--- src/hw/rtl/yds_pkg.sv ---
// yds_pkg: shared types and constants of the yuy2 downscaler and quantizer
// no dependencies; imported by the lane, the merge stage and the top level
`default_nettype none

package yds_pkg;

    // configuration register indexes (word addresses on the apb port)
    localparam int unsigned APB_AW = 4;
    localparam logic [1:0] CFG_FRAME_WIDTH  = 2'd0;
    localparam logic [1:0] CFG_FRAME_HEIGHT = 2'd1;
    localparam logic [1:0] CFG_QUANT_GAIN   = 2'd2;
    localparam logic [1:0] CFG_QUANT_ZP     = 2'd3;

    localparam logic [10:0] RST_FRAME_WIDTH  = 11'd160;
    localparam logic [10:0] RST_FRAME_HEIGHT = 11'd120;
    localparam logic [15:0] RST_QUANT_GAIN   = 16'd4096;
    localparam logic signed [7:0] RST_QUANT_ZP = -8'sd128;

    // bt.601 integer coefficients
    localparam logic signed [19:0] K_Y    = 20'sd298;
    localparam logic signed [19:0] K_RV   = 20'sd409;
    localparam logic signed [19:0] K_GU   = 20'sd100;
    localparam logic signed [19:0] K_GV   = 20'sd208;
    localparam logic signed [19:0] K_BU   = 20'sd516;
    localparam logic signed [19:0] K_RND  = 20'sd128;
    localparam logic signed [9:0]  Y_OFS  = 10'sd16;
    localparam logic signed [9:0]  C_OFS  = 10'sd128;
    localparam logic [7:0]         CH_MAX = 8'd255;
    localparam logic signed [12:0] Q_MIN  = -13'sd128;
    localparam logic signed [12:0] Q_MAX  = 13'sd127;

    typedef struct packed {
        logic signed [7:0] red;
        logic signed [7:0] green;
        logic signed [7:0] blue;
    } t_rgb_q;

    typedef struct packed {
        logic s2_en;
        logic s3_en;
    } t_lane_en;

    // picks, coordinates and frame-end flags of the two pixels of one macropixel
    typedef struct packed {
        logic [1:0] pick;
        logic [5:0] col0;
        logic [5:0] col1;
        logic [5:0] row;
        logic [1:0] fe;
    } t_meta;

    typedef struct packed {
        logic signed [7:0] red_q;
        logic signed [7:0] green_q;
        logic signed [7:0] blue_q;
        logic [5:0]        out_col;
        logic [5:0]        out_row;
        logic              frame_end;
        logic              last;
    } t_res;

endpackage

`default_nettype wire

--- src/hw/rtl/yds_pix_if.sv ---
// yds_pix_if: input channel carrying one yuy2 macropixel per item
// no dependencies
`default_nettype none

interface yds_pix_if;
    logic       valid;
    logic       ready;
    logic [7:0] luma_even;
    logic [7:0] chroma_u;
    logic [7:0] luma_odd;
    logic [7:0] chroma_v;
    logic       frame_start;

    modport source(output valid, output luma_even, output chroma_u, output luma_odd,
                   output chroma_v, output frame_start, input ready);
    modport sink(input valid, input luma_even, input chroma_u, input luma_odd,
                 input chroma_v, input frame_start, output ready);
endinterface

`default_nettype wire

--- src/hw/rtl/yds_res_if.sv ---
// yds_res_if: output channel carrying one quantized rgb pixel per item
// no dependencies
`default_nettype none

interface yds_res_if;
    logic              valid;
    logic              ready;
    logic signed [7:0] red_q;
    logic signed [7:0] green_q;
    logic signed [7:0] blue_q;
    logic [5:0]        out_col;
    logic [5:0]        out_row;
    logic              frame_end;
    logic              last;

    modport source(output valid, output red_q, output green_q, output blue_q,
                   output out_col, output out_row, output frame_end, output last,
                   input ready);
    modport sink(input valid, input red_q, input green_q, input blue_q,
                 input out_col, input out_row, input frame_end, input last,
                 output ready);
endinterface

`default_nettype wire

--- src/hw/rtl/yuy2_downscale_rgb_quantizer.sv ---
// yuy2_downscale_rgb_quantizer: top level, apb registers, pick logic and pipeline control
// depends on yds_pkg, yds_pix_if, yds_res_if, yds_lane and yds_merge
//
// Takes a yuy2 frame in raster order, one macropixel (Y0 U Y1 V) per item, and emits an
// OUT_SIZE x OUT_SIZE nearest-neighbour decimation of it as quantized signed 8-bit rgb.
// A macropixel is accepted every clock cycle unless the pipe stalls; the pick decision
// for both of its pixels is made in the accept cycle from running row and column
// accumulators, and two lanes convert the even and odd pixel side by side. A picked
// pixel passes the input, rgb and gain product registers and a merge slot. The merge
// stage holds up to two results and drives one per cycle while the output is ready;
// the input holds off while items picking both pixels arrive faster than the output
// drains them. frame_start on an item clears all counters before that item is handled.
// Registers (apb, word addresses): 0 frame_width, 1 frame_height, 2 quant_gain (Q4.12),
// 3 quantization offset; write them only while the block is idle.
`default_nettype none

module yuy2_downscale_rgb_quantizer #(
    parameter int unsigned OUT_SIZE = 48
) (
    input  wire logic                        i_clk,
    input  wire logic                        i_rst_n,
    yds_pix_if.sink                          i_pix,
    yds_res_if.source                        o_res,
    input  wire logic                        psel,
    input  wire logic                        penable,
    input  wire logic                        pwrite,
    input  wire logic [yds_pkg::APB_AW-1:0]  paddr,
    input  wire logic [31:0]                 pwdata,
    output logic [31:0]                      prdata,
    output logic                             pready
);
    import yds_pkg::*;

    localparam int unsigned DC_W  = $clog2(OUT_SIZE + 1);
    localparam int unsigned ACC_W = $clog2(4100 * OUT_SIZE + 8192);
    localparam logic [ACC_W-1:0] OUT_A  = ACC_W'(OUT_SIZE);
    localparam logic [ACC_W-1:0] OUT_A2 = ACC_W'(2 * OUT_SIZE);
    localparam logic [DC_W-1:0]  OUT_D  = DC_W'(OUT_SIZE);
    localparam logic [DC_W-1:0]  LAST_D = DC_W'(OUT_SIZE - 1);

    // configuration
    logic [10:0]       r_fw, r_fh;
    logic [15:0]       r_gain;
    logic signed [7:0] r_zp;
    logic              cfg_wr;

    assign pready = 1'b1;
    assign cfg_wr = psel && penable && pwrite;

    always_ff @(posedge i_clk) begin
        if (!i_rst_n) begin
            r_fw   <= RST_FRAME_WIDTH;
            r_fh   <= RST_FRAME_HEIGHT;
            r_gain <= RST_QUANT_GAIN;
            r_zp   <= RST_QUANT_ZP;
        end else if (cfg_wr) begin
            unique case (paddr[3:2])
                CFG_FRAME_WIDTH:  r_fw   <= pwdata[10:0];
                CFG_FRAME_HEIGHT: r_fh   <= pwdata[10:0];
                CFG_QUANT_GAIN:   r_gain <= pwdata[15:0];
                CFG_QUANT_ZP:     r_zp   <= $signed(pwdata[7:0]);
            endcase
        end
    end

    always_comb begin
        unique case (paddr[3:2])
            CFG_FRAME_WIDTH:  prdata = {21'd0, r_fw};
            CFG_FRAME_HEIGHT: prdata = {21'd0, r_fh};
            CFG_QUANT_GAIN:   prdata = {16'd0, r_gain};
            CFG_QUANT_ZP:     prdata = {24'd0, r_zp};
        endcase
    end

    // position state; the limits hold (source index + 1) * OUT_SIZE
    logic [10:0]      r_src_col, r_src_row, n_src_col, n_src_row;
    logic [DC_W-1:0]  r_dst_col, r_dst_row, n_dst_col, n_dst_row;
    logic [ACC_W-1:0] r_col_acc, r_row_acc, n_col_acc, n_row_acc;
    logic [ACC_W-1:0] r_col_lim, r_row_lim, n_col_lim, n_row_lim;

    logic [10:0]      e_sc, e_sr;
    logic [DC_W-1:0]  e_dc, e_dr, dc1;
    logic [ACC_W-1:0] e_cacc, e_racc, e_clim, e_rlim, cacc1, fw_a, fh_a;
    logic [11:0]      col0, col1, fw12;
    logic             fs, row_used, pick0, pick1, row_end;

    // pipeline control
    logic  r_v1, r_v2, r_v3;
    logic  adv1, adv2, adv3, take, in_fire;
    t_meta r_m1, r_m2, r_m3, n_meta;
    logic [7:0] r_y0, r_y1, r_u, r_v;
    t_lane_en   lane_en;
    t_rgb_q     q0, q1;

    assign fs     = i_pix.frame_start;
    assign e_sc   = fs ? 11'd0 : r_src_col;
    assign e_sr   = fs ? 11'd0 : r_src_row;
    assign e_dc   = fs ? '0 : r_dst_col;
    assign e_dr   = fs ? '0 : r_dst_row;
    assign e_cacc = fs ? '0 : r_col_acc;
    assign e_racc = fs ? '0 : r_row_acc;
    assign e_clim = fs ? OUT_A : r_col_lim;
    assign e_rlim = fs ? OUT_A : r_row_lim;
    assign fw_a   = ACC_W'(r_fw);
    assign fh_a   = ACC_W'(r_fh);
    assign fw12   = {1'b0, r_fw};
    assign col0   = {1'b0, e_sc};
    assign col1   = col0 + 12'd1;

    assign row_used = (e_dr < OUT_D) && (e_racc < e_rlim);
    assign pick0    = row_used && (col0 < fw12) && (e_dc < OUT_D) && (e_cacc < e_clim);
    assign dc1      = e_dc + DC_W'(pick0);
    assign cacc1    = pick0 ? e_cacc + fw_a : e_cacc;
    assign pick1    = row_used && (col1 < fw12) && (dc1 < OUT_D)
                      && (cacc1 < e_clim + OUT_A);
    assign row_end  = (col0 + 12'd2) >= fw12;

    always_comb begin
        n_src_row = e_sr;
        n_row_lim = e_rlim;
        n_dst_row = e_dr;
        n_row_acc = e_racc;
        if (row_end) begin
            n_src_col = 11'd0;
            n_dst_col = '0;
            n_col_acc = '0;
            n_col_lim = OUT_A;
            n_src_row = e_sr + 11'd1;
            n_row_lim = (e_sr == 11'h7FF) ? OUT_A : e_rlim + OUT_A;
            if (row_used) begin
                n_dst_row = e_dr + DC_W'(1);
                n_row_acc = e_racc + fh_a;
            end
        end else begin
            n_src_col = e_sc + 11'd2;
            n_dst_col = dc1 + DC_W'(pick1);
            n_col_acc = pick1 ? cacc1 + fw_a : cacc1;
            n_col_lim = e_clim + OUT_A2;
        end
    end

    always_comb begin
        n_meta.pick = {pick1, pick0};
        n_meta.col0 = 6'(e_dc);
        n_meta.col1 = 6'(dc1);
        n_meta.row  = 6'(e_dr);
        n_meta.fe   = {(e_dr == LAST_D) && (dc1 == LAST_D),
                       (e_dr == LAST_D) && (e_dc == LAST_D)};
    end

    assign adv3        = !r_v3 || take;
    assign adv2        = !r_v2 || adv3;
    assign adv1        = !r_v1 || adv2;
    assign i_pix.ready = adv1;
    assign in_fire     = i_pix.valid && adv1;
    assign lane_en     = '{s2_en: adv2, s3_en: adv3};

    always_ff @(posedge i_clk) begin
        if (!i_rst_n) begin
            r_src_col <= 11'd0;
            r_src_row <= 11'd0;
            r_dst_col <= '0;
            r_dst_row <= '0;
            r_col_acc <= '0;
            r_row_acc <= '0;
            r_col_lim <= OUT_A;
            r_row_lim <= OUT_A;
            r_v1      <= 1'b0;
            r_v2      <= 1'b0;
            r_v3      <= 1'b0;
        end else begin
            if (in_fire) begin
                r_src_col <= n_src_col;
                r_src_row <= n_src_row;
                r_dst_col <= n_dst_col;
                r_dst_row <= n_dst_row;
                r_col_acc <= n_col_acc;
                r_row_acc <= n_row_acc;
                r_col_lim <= n_col_lim;
                r_row_lim <= n_row_lim;
            end
            // items that pick nothing never enter the pipe
            if (adv1) r_v1 <= in_fire && (pick0 || pick1);
            if (adv2) r_v2 <= r_v1;
            if (adv3) r_v3 <= r_v2;
        end
    end

    always_ff @(posedge i_clk) begin
        if (adv1) begin
            r_m1 <= n_meta;
            r_y0 <= i_pix.luma_even;
            r_y1 <= i_pix.luma_odd;
            r_u  <= i_pix.chroma_u;
            r_v  <= i_pix.chroma_v;
        end
        if (adv2) r_m2 <= r_m1;
        if (adv3) r_m3 <= r_m2;
    end

    yds_lane u_lane0 (
        .i_clk  (i_clk),
        .i_en   (lane_en),
        .i_luma (r_y0),
        .i_cb   (r_u),
        .i_cr   (r_v),
        .i_gain (r_gain),
        .i_zp   (r_zp),
        .o_q    (q0)
    );

    yds_lane u_lane1 (
        .i_clk  (i_clk),
        .i_en   (lane_en),
        .i_luma (r_y1),
        .i_cb   (r_u),
        .i_cr   (r_v),
        .i_gain (r_gain),
        .i_zp   (r_zp),
        .o_q    (q1)
    );

    yds_merge u_merge (
        .i_clk   (i_clk),
        .i_rst_n (i_rst_n),
        .i_valid (r_v3),
        .i_meta  (r_m3),
        .i_q0    (q0),
        .i_q1    (q1),
        .o_take  (take),
        .o_res   (o_res)
    );

endmodule

`default_nettype wire

--- src/hw/rtl/yds_lane.sv ---
// yds_lane: one pixel lane, yuv to clamped rgb, then gain, zero point and saturation
// depends on yds_pkg
`default_nettype none

module yds_lane (
    input  wire logic              i_clk,
    input  wire yds_pkg::t_lane_en i_en,
    input  wire logic [7:0]        i_luma,
    input  wire logic [7:0]        i_cb,
    input  wire logic [7:0]        i_cr,
    input  wire logic [15:0]       i_gain,
    input  wire logic signed [7:0] i_zp,
    output yds_pkg::t_rgb_q        o_q
);
    import yds_pkg::*;

    logic signed [9:0]  c, d, e;
    logic signed [19:0] c20, d20, e20;
    logic signed [19:0] sum_r, sum_g, sum_b;
    logic [7:0]         n_r, n_g, n_b;
    logic [7:0]         r_r, r_g, r_b;
    logic [23:0]        r_pr, r_pg, r_pb;

    function automatic logic [7:0] clamp_byte(input logic signed [19:0] t);
        logic [7:0] v;
        if (t < 0) begin
            v = 8'd0;
        end else if (t[19:16] != 4'd0) begin
            v = CH_MAX;
        end else begin
            v = t[15:8];
        end
        return v;
    endfunction

    // scaled channel reaches 4079, so the sum with the zero point needs 14 bits
    function automatic logic signed [7:0] sat_q(input logic [23:0] p,
                                               input logic signed [7:0] zp);
        logic signed [13:0] q;
        logic signed [7:0]  v;
        q = $signed({2'b00, p[23:12]}) + $signed({{6{zp[7]}}, zp});
        if (q < Q_MIN) begin
            v = Q_MIN[7:0];
        end else if (q > Q_MAX) begin
            v = Q_MAX[7:0];
        end else begin
            v = q[7:0];
        end
        return v;
    endfunction

    assign c   = $signed({2'b00, i_luma}) - Y_OFS;
    assign d   = $signed({2'b00, i_cb}) - C_OFS;
    assign e   = $signed({2'b00, i_cr}) - C_OFS;
    assign c20 = {{10{c[9]}}, c};
    assign d20 = {{10{d[9]}}, d};
    assign e20 = {{10{e[9]}}, e};

    assign sum_r = c20 * K_Y + e20 * K_RV + K_RND;
    assign sum_g = c20 * K_Y - d20 * K_GU - e20 * K_GV + K_RND;
    assign sum_b = c20 * K_Y + d20 * K_BU + K_RND;

    assign n_r = clamp_byte(sum_r);
    assign n_g = clamp_byte(sum_g);
    assign n_b = clamp_byte(sum_b);

    always_ff @(posedge i_clk) begin
        if (i_en.s2_en) begin
            r_r <= n_r;
            r_g <= n_g;
            r_b <= n_b;
        end
        if (i_en.s3_en) begin
            r_pr <= {16'd0, r_r} * {8'd0, i_gain};
            r_pg <= {16'd0, r_g} * {8'd0, i_gain};
            r_pb <= {16'd0, r_b} * {8'd0, i_gain};
        end
    end

    assign o_q.red   = sat_q(r_pr, i_zp);
    assign o_q.green = sat_q(r_pg, i_zp);
    assign o_q.blue  = sat_q(r_pb, i_zp);

endmodule

`default_nettype wire

--- src/hw/rtl/yds_merge.sv ---
// yds_merge: folds the results of both lanes into one ordered output stream
// depends on yds_pkg and yds_res_if
`default_nettype none

module yds_merge (
    input  wire logic           i_clk,
    input  wire logic           i_rst_n,
    input  wire logic           i_valid,
    input  wire yds_pkg::t_meta i_meta,
    input  wire yds_pkg::t_rgb_q i_q0,
    input  wire yds_pkg::t_rgb_q i_q1,
    output logic                o_take,
    yds_res_if.source           o_res
);
    import yds_pkg::*;

    logic [1:0] r_cnt, n_cnt;
    t_res       r_slot0, r_slot1, n_slot0, n_slot1;
    t_res       res0, res1;
    logic       fire;

    assign res0 = '{red_q: i_q0.red, green_q: i_q0.green, blue_q: i_q0.blue,
                    out_col: i_meta.col0, out_row: i_meta.row,
                    frame_end: i_meta.fe[0], last: !i_meta.pick[1]};
    assign res1 = '{red_q: i_q1.red, green_q: i_q1.green, blue_q: i_q1.blue,
                    out_col: i_meta.col1, out_row: i_meta.row,
                    frame_end: i_meta.fe[1], last: 1'b1};

    assign fire   = o_res.valid && o_res.ready;
    assign o_take = i_valid && ((r_cnt == 2'd0) || ((r_cnt == 2'd1) && fire));

    always_comb begin
        n_cnt   = r_cnt;
        n_slot0 = r_slot0;
        n_slot1 = r_slot1;
        if (o_take) begin
            priority if (i_meta.pick == 2'b11) begin
                n_slot0 = res0;
                n_slot1 = res1;
                n_cnt   = 2'd2;
            end else if (i_meta.pick[0]) begin
                n_slot0 = res0;
                n_cnt   = 2'd1;
            end else begin
                n_slot0 = res1;
                n_cnt   = 2'd1;
            end
        end else if (fire) begin
            n_slot0 = r_slot1;
            n_cnt   = r_cnt - 2'd1;
        end
    end

    always_ff @(posedge i_clk) begin
        if (!i_rst_n) begin
            r_cnt <= 2'd0;
        end else begin
            r_cnt <= n_cnt;
        end
    end

    always_ff @(posedge i_clk) begin
        r_slot0 <= n_slot0;
        r_slot1 <= n_slot1;
    end

    assign o_res.valid     = (r_cnt != 2'd0);
    assign o_res.red_q     = r_slot0.red_q;
    assign o_res.green_q   = r_slot0.green_q;
    assign o_res.blue_q    = r_slot0.blue_q;
    assign o_res.out_col   = r_slot0.out_col;
    assign o_res.out_row   = r_slot0.out_row;
    assign o_res.frame_end = r_slot0.frame_end;
    assign o_res.last      = r_slot0.last;

endmodule

`default_nettype wire
--- src/flat_wrapper.sv ---
// flat-port wrapper written by rule: the top's interface ports become plain ports
module yuy2_downscale_rgb_quantizer_flat import yds_pkg::*;
#(
    parameter int unsigned OUT_SIZE = 48
)
  (i_clk, i_rst_n, psel, penable, pwrite, paddr, pwdata, prdata, pready, i_pix_valid, i_pix_luma_even, i_pix_chroma_u, i_pix_luma_odd, i_pix_chroma_v, i_pix_frame_start, i_pix_ready, o_res_valid, o_res_red_q, o_res_green_q, o_res_blue_q, o_res_out_col, o_res_out_row, o_res_frame_end, o_res_last, o_res_ready);
  yds_pix_if i_pix_i ();
  yds_res_if o_res_i ();
  input  wire logic i_clk;
  input  wire logic i_rst_n;
  input  wire logic psel;
  input  wire logic penable;
  input  wire logic pwrite;
  input  wire logic [yds_pkg::APB_AW-1:0] paddr;
  input  wire logic [31:0] pwdata;
  output logic [31:0] prdata;
  output logic pready;
  input wire logic [$bits(i_pix_i.valid)-1:0] i_pix_valid;
  input wire logic [$bits(i_pix_i.luma_even)-1:0] i_pix_luma_even;
  input wire logic [$bits(i_pix_i.chroma_u)-1:0] i_pix_chroma_u;
  input wire logic [$bits(i_pix_i.luma_odd)-1:0] i_pix_luma_odd;
  input wire logic [$bits(i_pix_i.chroma_v)-1:0] i_pix_chroma_v;
  input wire logic [$bits(i_pix_i.frame_start)-1:0] i_pix_frame_start;
  output wire logic [$bits(i_pix_i.ready)-1:0] i_pix_ready;
  output wire logic [$bits(o_res_i.valid)-1:0] o_res_valid;
  output wire logic [$bits(o_res_i.red_q)-1:0] o_res_red_q;
  output wire logic [$bits(o_res_i.green_q)-1:0] o_res_green_q;
  output wire logic [$bits(o_res_i.blue_q)-1:0] o_res_blue_q;
  output wire logic [$bits(o_res_i.out_col)-1:0] o_res_out_col;
  output wire logic [$bits(o_res_i.out_row)-1:0] o_res_out_row;
  output wire logic [$bits(o_res_i.frame_end)-1:0] o_res_frame_end;
  output wire logic [$bits(o_res_i.last)-1:0] o_res_last;
  input wire logic [$bits(o_res_i.ready)-1:0] o_res_ready;
  assign i_pix_i.valid = i_pix_valid;
  assign i_pix_i.luma_even = i_pix_luma_even;
  assign i_pix_i.chroma_u = i_pix_chroma_u;
  assign i_pix_i.luma_odd = i_pix_luma_odd;
  assign i_pix_i.chroma_v = i_pix_chroma_v;
  assign i_pix_i.frame_start = i_pix_frame_start;
  assign i_pix_ready = i_pix_i.ready;
  assign o_res_valid = o_res_i.valid;
  assign o_res_red_q = o_res_i.red_q;
  assign o_res_green_q = o_res_i.green_q;
  assign o_res_blue_q = o_res_i.blue_q;
  assign o_res_out_col = o_res_i.out_col;
  assign o_res_out_row = o_res_i.out_row;
  assign o_res_frame_end = o_res_i.frame_end;
  assign o_res_last = o_res_i.last;
  assign o_res_i.ready = o_res_ready;
  yuy2_downscale_rgb_quantizer #(.OUT_SIZE(OUT_SIZE)) u_core (.i_clk(i_clk), .i_rst_n(i_rst_n), .i_pix(i_pix_i), .o_res(o_res_i), .psel(psel), .penable(penable), .pwrite(pwrite), .paddr(paddr), .pwdata(pwdata), .prdata(prdata), .pready(pready));
endmodule
--- config.mk ---
export PLATFORM = sky130hd
export DESIGN_NAME = yuy2_downscale_rgb_quantizer_flat
export DESIGN_NICKNAME = d
export VERILOG_FILES = /design/src/hw/rtl/yds_pkg.sv /design/src/hw/rtl/yds_pix_if.sv /design/src/hw/rtl/yds_res_if.sv /design/src/hw/rtl/yuy2_downscale_rgb_quantizer.sv /design/src/hw/rtl/yds_lane.sv /design/src/hw/rtl/yds_merge.sv /design/src/flat_wrapper.sv
export SDC_FILE = /design/constraint.sdc
export NUM_CORES = 2
export LEC_CHECK = 0
export CAP_MARGIN = 10
export CORE_MARGIN = 1
export CORE_UTILIZATION = 35
export CTS_CLUSTER_DIAMETER = 50
export DETAILED_ROUTE_END_ITERATION = 12
export DONT_BUFFER_PORTS = 1
export PLACE_DENSITY = 0.6
export SYNTH_ARGS = -nofsm -noshare
export SYNTH_HDL_FRONTEND = slang
export SYNTH_SLANG_ARGS = --single-unit
--- constraint.sdc ---
create_clock -name i_clk -period 11.36 [get_ports i_clk]
set_input_delay 1.136 -clock i_clk [delete_from_list [all_inputs] [get_ports i_clk]]
set_output_delay 1.136 -clock i_clk [all_outputs]
set_load 0.02 [all_outputs]
Yosys cells after proc, flatten, opt, wreduce, memory -nomap -nowiden:

Cells that the tools add are included.
W data, S select, Z words.

* add/sub/neg operators: 38
* multiply operators: 12
* order comparisons: 27
* eq/ne operators: 9
* muxes and demuxes: 47
* reductions and logical operators: 40

Operators by type and width (count)
* $mux W18: 12
* $mux W38: 4
* $mul A8 B16 Y24: 6
* $mux W8: 18
* $pmux W32 S4: 1
* $add A20 B9 Y20 const B: 6
* $lt A20 B1 Y1 const B: 6
* $add A13 B8 Y14: 6
* $gt A14 B8 Y1 const B: 6
* $lt A14 B8 Y1 const B: 6
* $add A18 B11 Y18: 3
* $lt A18 B18 Y1: 3
* $mul A9 B9 Y18 const B: 3
* $mux W11: 4
* $add A19 B19 Y20: 2
* $add A19 B20 Y20: 2
* $sub A19 B17 Y20: 2
* $sub A20 B18 Y20: 2
* $add A18 B6 Y18 const B: 2
* $mux W6: 5
* $reduce_bool A4 Y1: 6
* $mul A9 B10 Y19 const B: 1
* $add A18 B7 Y18 const B: 1
* $eq A6 B6 Y1 const B: 3
* 25 further kinds: 63

* bits in registers: 522
* input bits: 76
* output and inout bits: 73
* word-level logic and storage cells: 233

Longest topological paths before layout:

* word-level depth: 12
* depth in mapped cells: 33
* depth with buffers taken out: 31

By module:

Synthesis repeated with hierarchy kept, for this count alone.

* cells, all modules: 6583
* area, all modules: 61153.7 µm²

By module, submodules not included
* yds_lane at u_core.u_lane1: times used 1, cells an instance 2406, area an instance 21614.5 µm², sequential area each 1801.7 µm²
* yds_lane at u_core.u_lane0: times used 1, cells an instance 2378, area an instance 21548.2 µm², sequential area each 1801.7 µm²
* yuy2_downscale_rgb_quantizer: times used 1, cells an instance 1588, area an instance 14690.3 µm², sequential area each 6045.8 µm²
* yds_merge: times used 1, cells an instance 211, area an instance 3300.7 µm², sequential area each 2292.2 µm²

Worst setup path before layout:

Ideal clock, no wire load.

* path type: in2reg
* from: in i_pix_frame_start
* to: reg u_core.r_dst_col[5]
* setup time: 0.070 ns
* arrival: 7.966 ns
* data required time: 11.290 ns
* setup slack: 3.323 ns
* cell stages on the path: 32
* path buffers: 10
* path through: buf_2 buf_1 buf_1 clkbuf_1 buf_1 clkbuf_1 clkbuf_1 nor2b_1 ha_1 a21oi_1 o21ai_0 a221oi_1 nand3_1 nor3_4 clkbuf_1 mux2_2 ha_1 a21oi_1 nand3_1 a31oi_1 nor3_1 a2111oi_0 nand3b_1 o22ai_1 buf_2 buf_2 ha_1 and3_1 nand3_1 xnor2_1 nand3_1 a21oi_1

RTL lines
* start, declared: line flat_wrapper.sv:23 `input wire logic [$bits(i_pix_i.frame_start)-1:0] i_pix_frame_start;`
* end signal, assigned: line yuy2_downscale_rgb_quantizer.sv:175 `r_dst_col <= n_dst_col;`
* end, declared: line yuy2_downscale_rgb_quantizer.sv:77 `logic [DC_W-1:0] r_dst_col, r_dst_row, n_dst_col, n_dst_row;`

Worst setup path after layout:

* from: reg u_core.r_y0[4]
* to: reg u_core.u_lane0.r_g[4], data pin

* cells in the longest elaborated chain, start to end: 7
* elaborated cells between the ends (all ways): 8
* classes of those cells: add/sub: 4; mul: 1; order compare: 1; mux: 1; reduce/logical: 1

Ends and longest elaborated chain
* start, declared: line yuy2_downscale_rgb_quantizer.sv:91 `logic [7:0] r_y0, r_y1, r_u, r_v;`
* start signal, assigned: line yuy2_downscale_rgb_quantizer.sv:192 `r_y0 <= i_pix.luma_even;`
* $sub A8 B5 Y9 (*): line yds_lane.sv:52 `assign c = $signed({2'b00, i_luma}) - Y_OFS;`
* $mul A9 B9 Y18 (*): line yds_lane.sv:60 `assign sum_g = c20 * K_Y - d20 * K_GU - e20 * K_GV + K_RND;`
* $sub A19 B17 Y20 (*): line yds_lane.sv:60
* $sub A20 B18 Y20 (*): line yds_lane.sv:60
* $add A20 B9 Y20 (*): line yds_lane.sv:60
* parallel branches: the longest is 2 deep, another holds $lt A20 B1 Y1
* end signal, assigned: line yds_lane.sv:70 `r_g <= n_g;`
* end, declared: line yds_lane.sv:21 `logic [7:0] r_r, r_g, r_b;`

Mark *: on every way between the ends.
A chain may end at the register's enable or synchronous reset.

==> reports/metrics.cfg <==
[yosys]
yosysWarnings=0
synthCells=6263
synth.most_common_cell=ha_1
async_flop_share_pct=0
synth_top_cells_by_area=fa_1 (20%), ha_1 (18%), edfxtp_1 (15%)
syn_area_per_cell_um2=9.21
ys_types=88
ys_seq_area_share_pct=20.7
synth-seq-cells=450
synth.largest_area_cell=fa_1
ys.flop_type=edfxtp_1
synth_edf_count=293
synthTopCellsByCount=ha_1 (849), inv_1 (813), nand2_1 (762)
synth_top_area_share_pct=20.2
syn_area_um2=57700

[floorplanning]
die_y_um=408
start_util_pct=35.4
core_region_area_um2=163000
num_rows=148
fp.dieW_um=408
dieArea_um2=166000
io_pins=149

[cells_and_area]
layout-drive-gt1-share_pct=3.75
final_util_pct=38.2
syn_to_final_growth_pct=7.95
finalInstanceArea_um2=62300
nets=7663

[setup_path]
crit_required_ns=11.87
cp_max_fo=12
end_kind=flip-flop
critPathKind=reg -> reg
cpPeakStageDelay_ns=0.69
cpMaxStageDelayCell=nor3b_2
critPathBufInv=6
r2r_slack_ns=3.09
critPathTopFamily=adder cells
startpoint_type=flip-flop
critical_path_arrival_ns=8.78

[place]
gp_congestion=0.892
dp_hpwl_um=111000
io_buffers=0
dpl_cell_area_um2=59900

[route]
wl_um=143000
drt_pass1_iterations=5
dr_total_vias=42800
ant_nets=0
viasPerCell=5.10
detail_route.iter0.violations=2832
drc=0
wl_per_cell_um=17.1

[power]
vdd_drop_max_mv=0.327
cellPowerDensity_nw_per_um2=214
leakagePower_uw=0.0291
finalPower_uw=13400

[sta]
skew_ns=0.0419
setup_violations=0
finalHoldViolations=0
rsz0062_at_grt=no
relSlewSlack_pct=23.2
period_share_pct=72.8
drv_slew=0
clock.fmax_ghz=0.121
whs_ns=0.416
final.setup.tns_ns=0
worst_slew_pin_slew_ns=1.14
min_period_ns=8.27

[global_routing]
grt_first_pass_wirelength_um=233000
grt.total_usage_pct=17.3
grt_max_degree=96
grt_pass1_vias=43200
antenna_found_initial=4
overflow=0

[cts]
hold_buffers=0
cts-buffers-inserted=69
post_cts_buffers=0
htreeDepth=3
root_buffer=clkbuf_16
cts_sinks=450
clkTransAtPathRegs_ns=0.06
clockBufferDepth=3
clk_latency_ns=0.67
ctsResizeCount=0
cts_tree=built

[job]
drv_cap=0

[outcome]
status=finished clean

[worst_hold_path]
hold_class=reg -> reg

[through the flow]
stage / worst slack [ns] / std cells
final: 3.09 / 8387
after global routing: 2.41 / 8383
after CTS: 3.10 / 8383
after detailed placement: 3.11 / 8259
after global placement: 3.16 / 8259
after floorplan: 3.32 / 6278
[placed cells by master, fill, tap and decap left out, types with 17 or more instances in the layout]
cell,count
a211oi_1,37
a21o_1,100
a21oi_1,326
a22oi_1,21
a31oi_1,26
and2_1,379
and3_1,33
buf_4,40
clkbuf_16,69
conb_1,17
dfxtp_1,146
edfxtp_1,293
fa_1,583
ha_1,849
inv_1,813
mux2i_1,25
nand2_1,761
nand2b_1,27
nand3_1,110
nand4_1,33
nor2_1,302
nor2b_1,108
nor3_1,72
nor4_1,17
o211ai_1,34
o21a_1,83
o21ai_0,179
o21bai_1,43
xnor2_1,225
xor2_1,112
[kinds of logic (layout without fill, tap and decap cells)]
| logic type | Yosys count | after routing | synth area share, % |
|---|---|---|---|
| other | 2 | 21 | 0.0130 |
| buffers and inverters | 1049 | 979 | 6.94 |
| xor gates and xnor gates | 339 | 339 | 5.17 |
| AOI/OAI and AO/OA | 1002 | 1002 | 11.2 |
| and+or+nand+nor | 1941 | 1941 | 16.3 |
| adders and majority gates | 1432 | 1432 | 38.6 |
| muxes | 48 | 48 | 1.04 |
| DFF | 450 | 450 | 20.7 |
[where the power goes]
group	leakage (uW)	switching, uW	internal, uW	total, uW
clock	0.00115	866	1300	2160
combinational	0.0235	4940	3390	8330
sequential	0.00442	670	2200	2870
[area by class of cell]
class / count / area [um2]
Fill cell: 16100 / 101000
Tap cell: 2175 / 2720
Clock inverter: 46 / 612
Multi-Input combinational cell: 4779 / 41900
Clock buffer: 78 / 1770
Sequential cell: 450 / 12000
Timing Repair Buffer: 40 / 300
Inverter: 815 / 3060
Antenna cell: 4 / 10.0
[sequential cells by signal (all words and copies together), names as in the netlist, 11 cells and up]
name	flops
u_core.r_gain	16
u_core.r_row_lim	18
u_core.r_src_col	11
u_core.r_m3	22
u_core.r_src_row	11
u_core.u_lane1.r_pr	12
u_core.r_row_acc	18
u_core.u_lane0.r_pg	12
u_core.r_fh	11
u_core.u_lane1.r_pb	12
u_core.r_fw	11
u_core.u_lane1.r_pg	12
u_core.r_col_lim	18
u_core.r_m1	22
u_core.r_col_acc	18
u_core.u_merge.r_slot1	37
u_core.r_m2	22
u_core.u_lane0.r_pr	12
u_core.u_lane0.r_pb	12
[final timing paths]
check,end,from,depth (start not counted)
setup / recovery,u_core.u_lane0.r_g[4]$_SDFFCE_PP0P_,u_core.r_y0[4]$_DFFE_PN_,30
setup reg to reg,u_core.u_lane0.r_g[4]$_SDFFCE_PP0P_,u_core.r_y0[4]$_DFFE_PN_,30
hold reg to reg,u_core.r_m2[8]$_DFFE_PP_,u_core.r_m1[8]$_DFFE_PN_,0
hold / removal,u_core.r_m2[8]$_DFFE_PP_,u_core.r_m1[8]$_DFFE_PN_,0
[metal layers]
| layer | up-vias | GRT usage [%] | part of all wire [%] |
|---|---|---|---|
| met5 | - | 0 | 0.024 |
| met4 | 6 | 4.19 | 2.0 |
| met3 | 162 | 2.91 | 6.2 |
| met2 | 1106 | 26.7 | 43 |
| met1 | 20800 | 25.1 | 49 |
| li1 | 20700 | - | - |
Note: power is estimated with default switching activity, not from simulation.
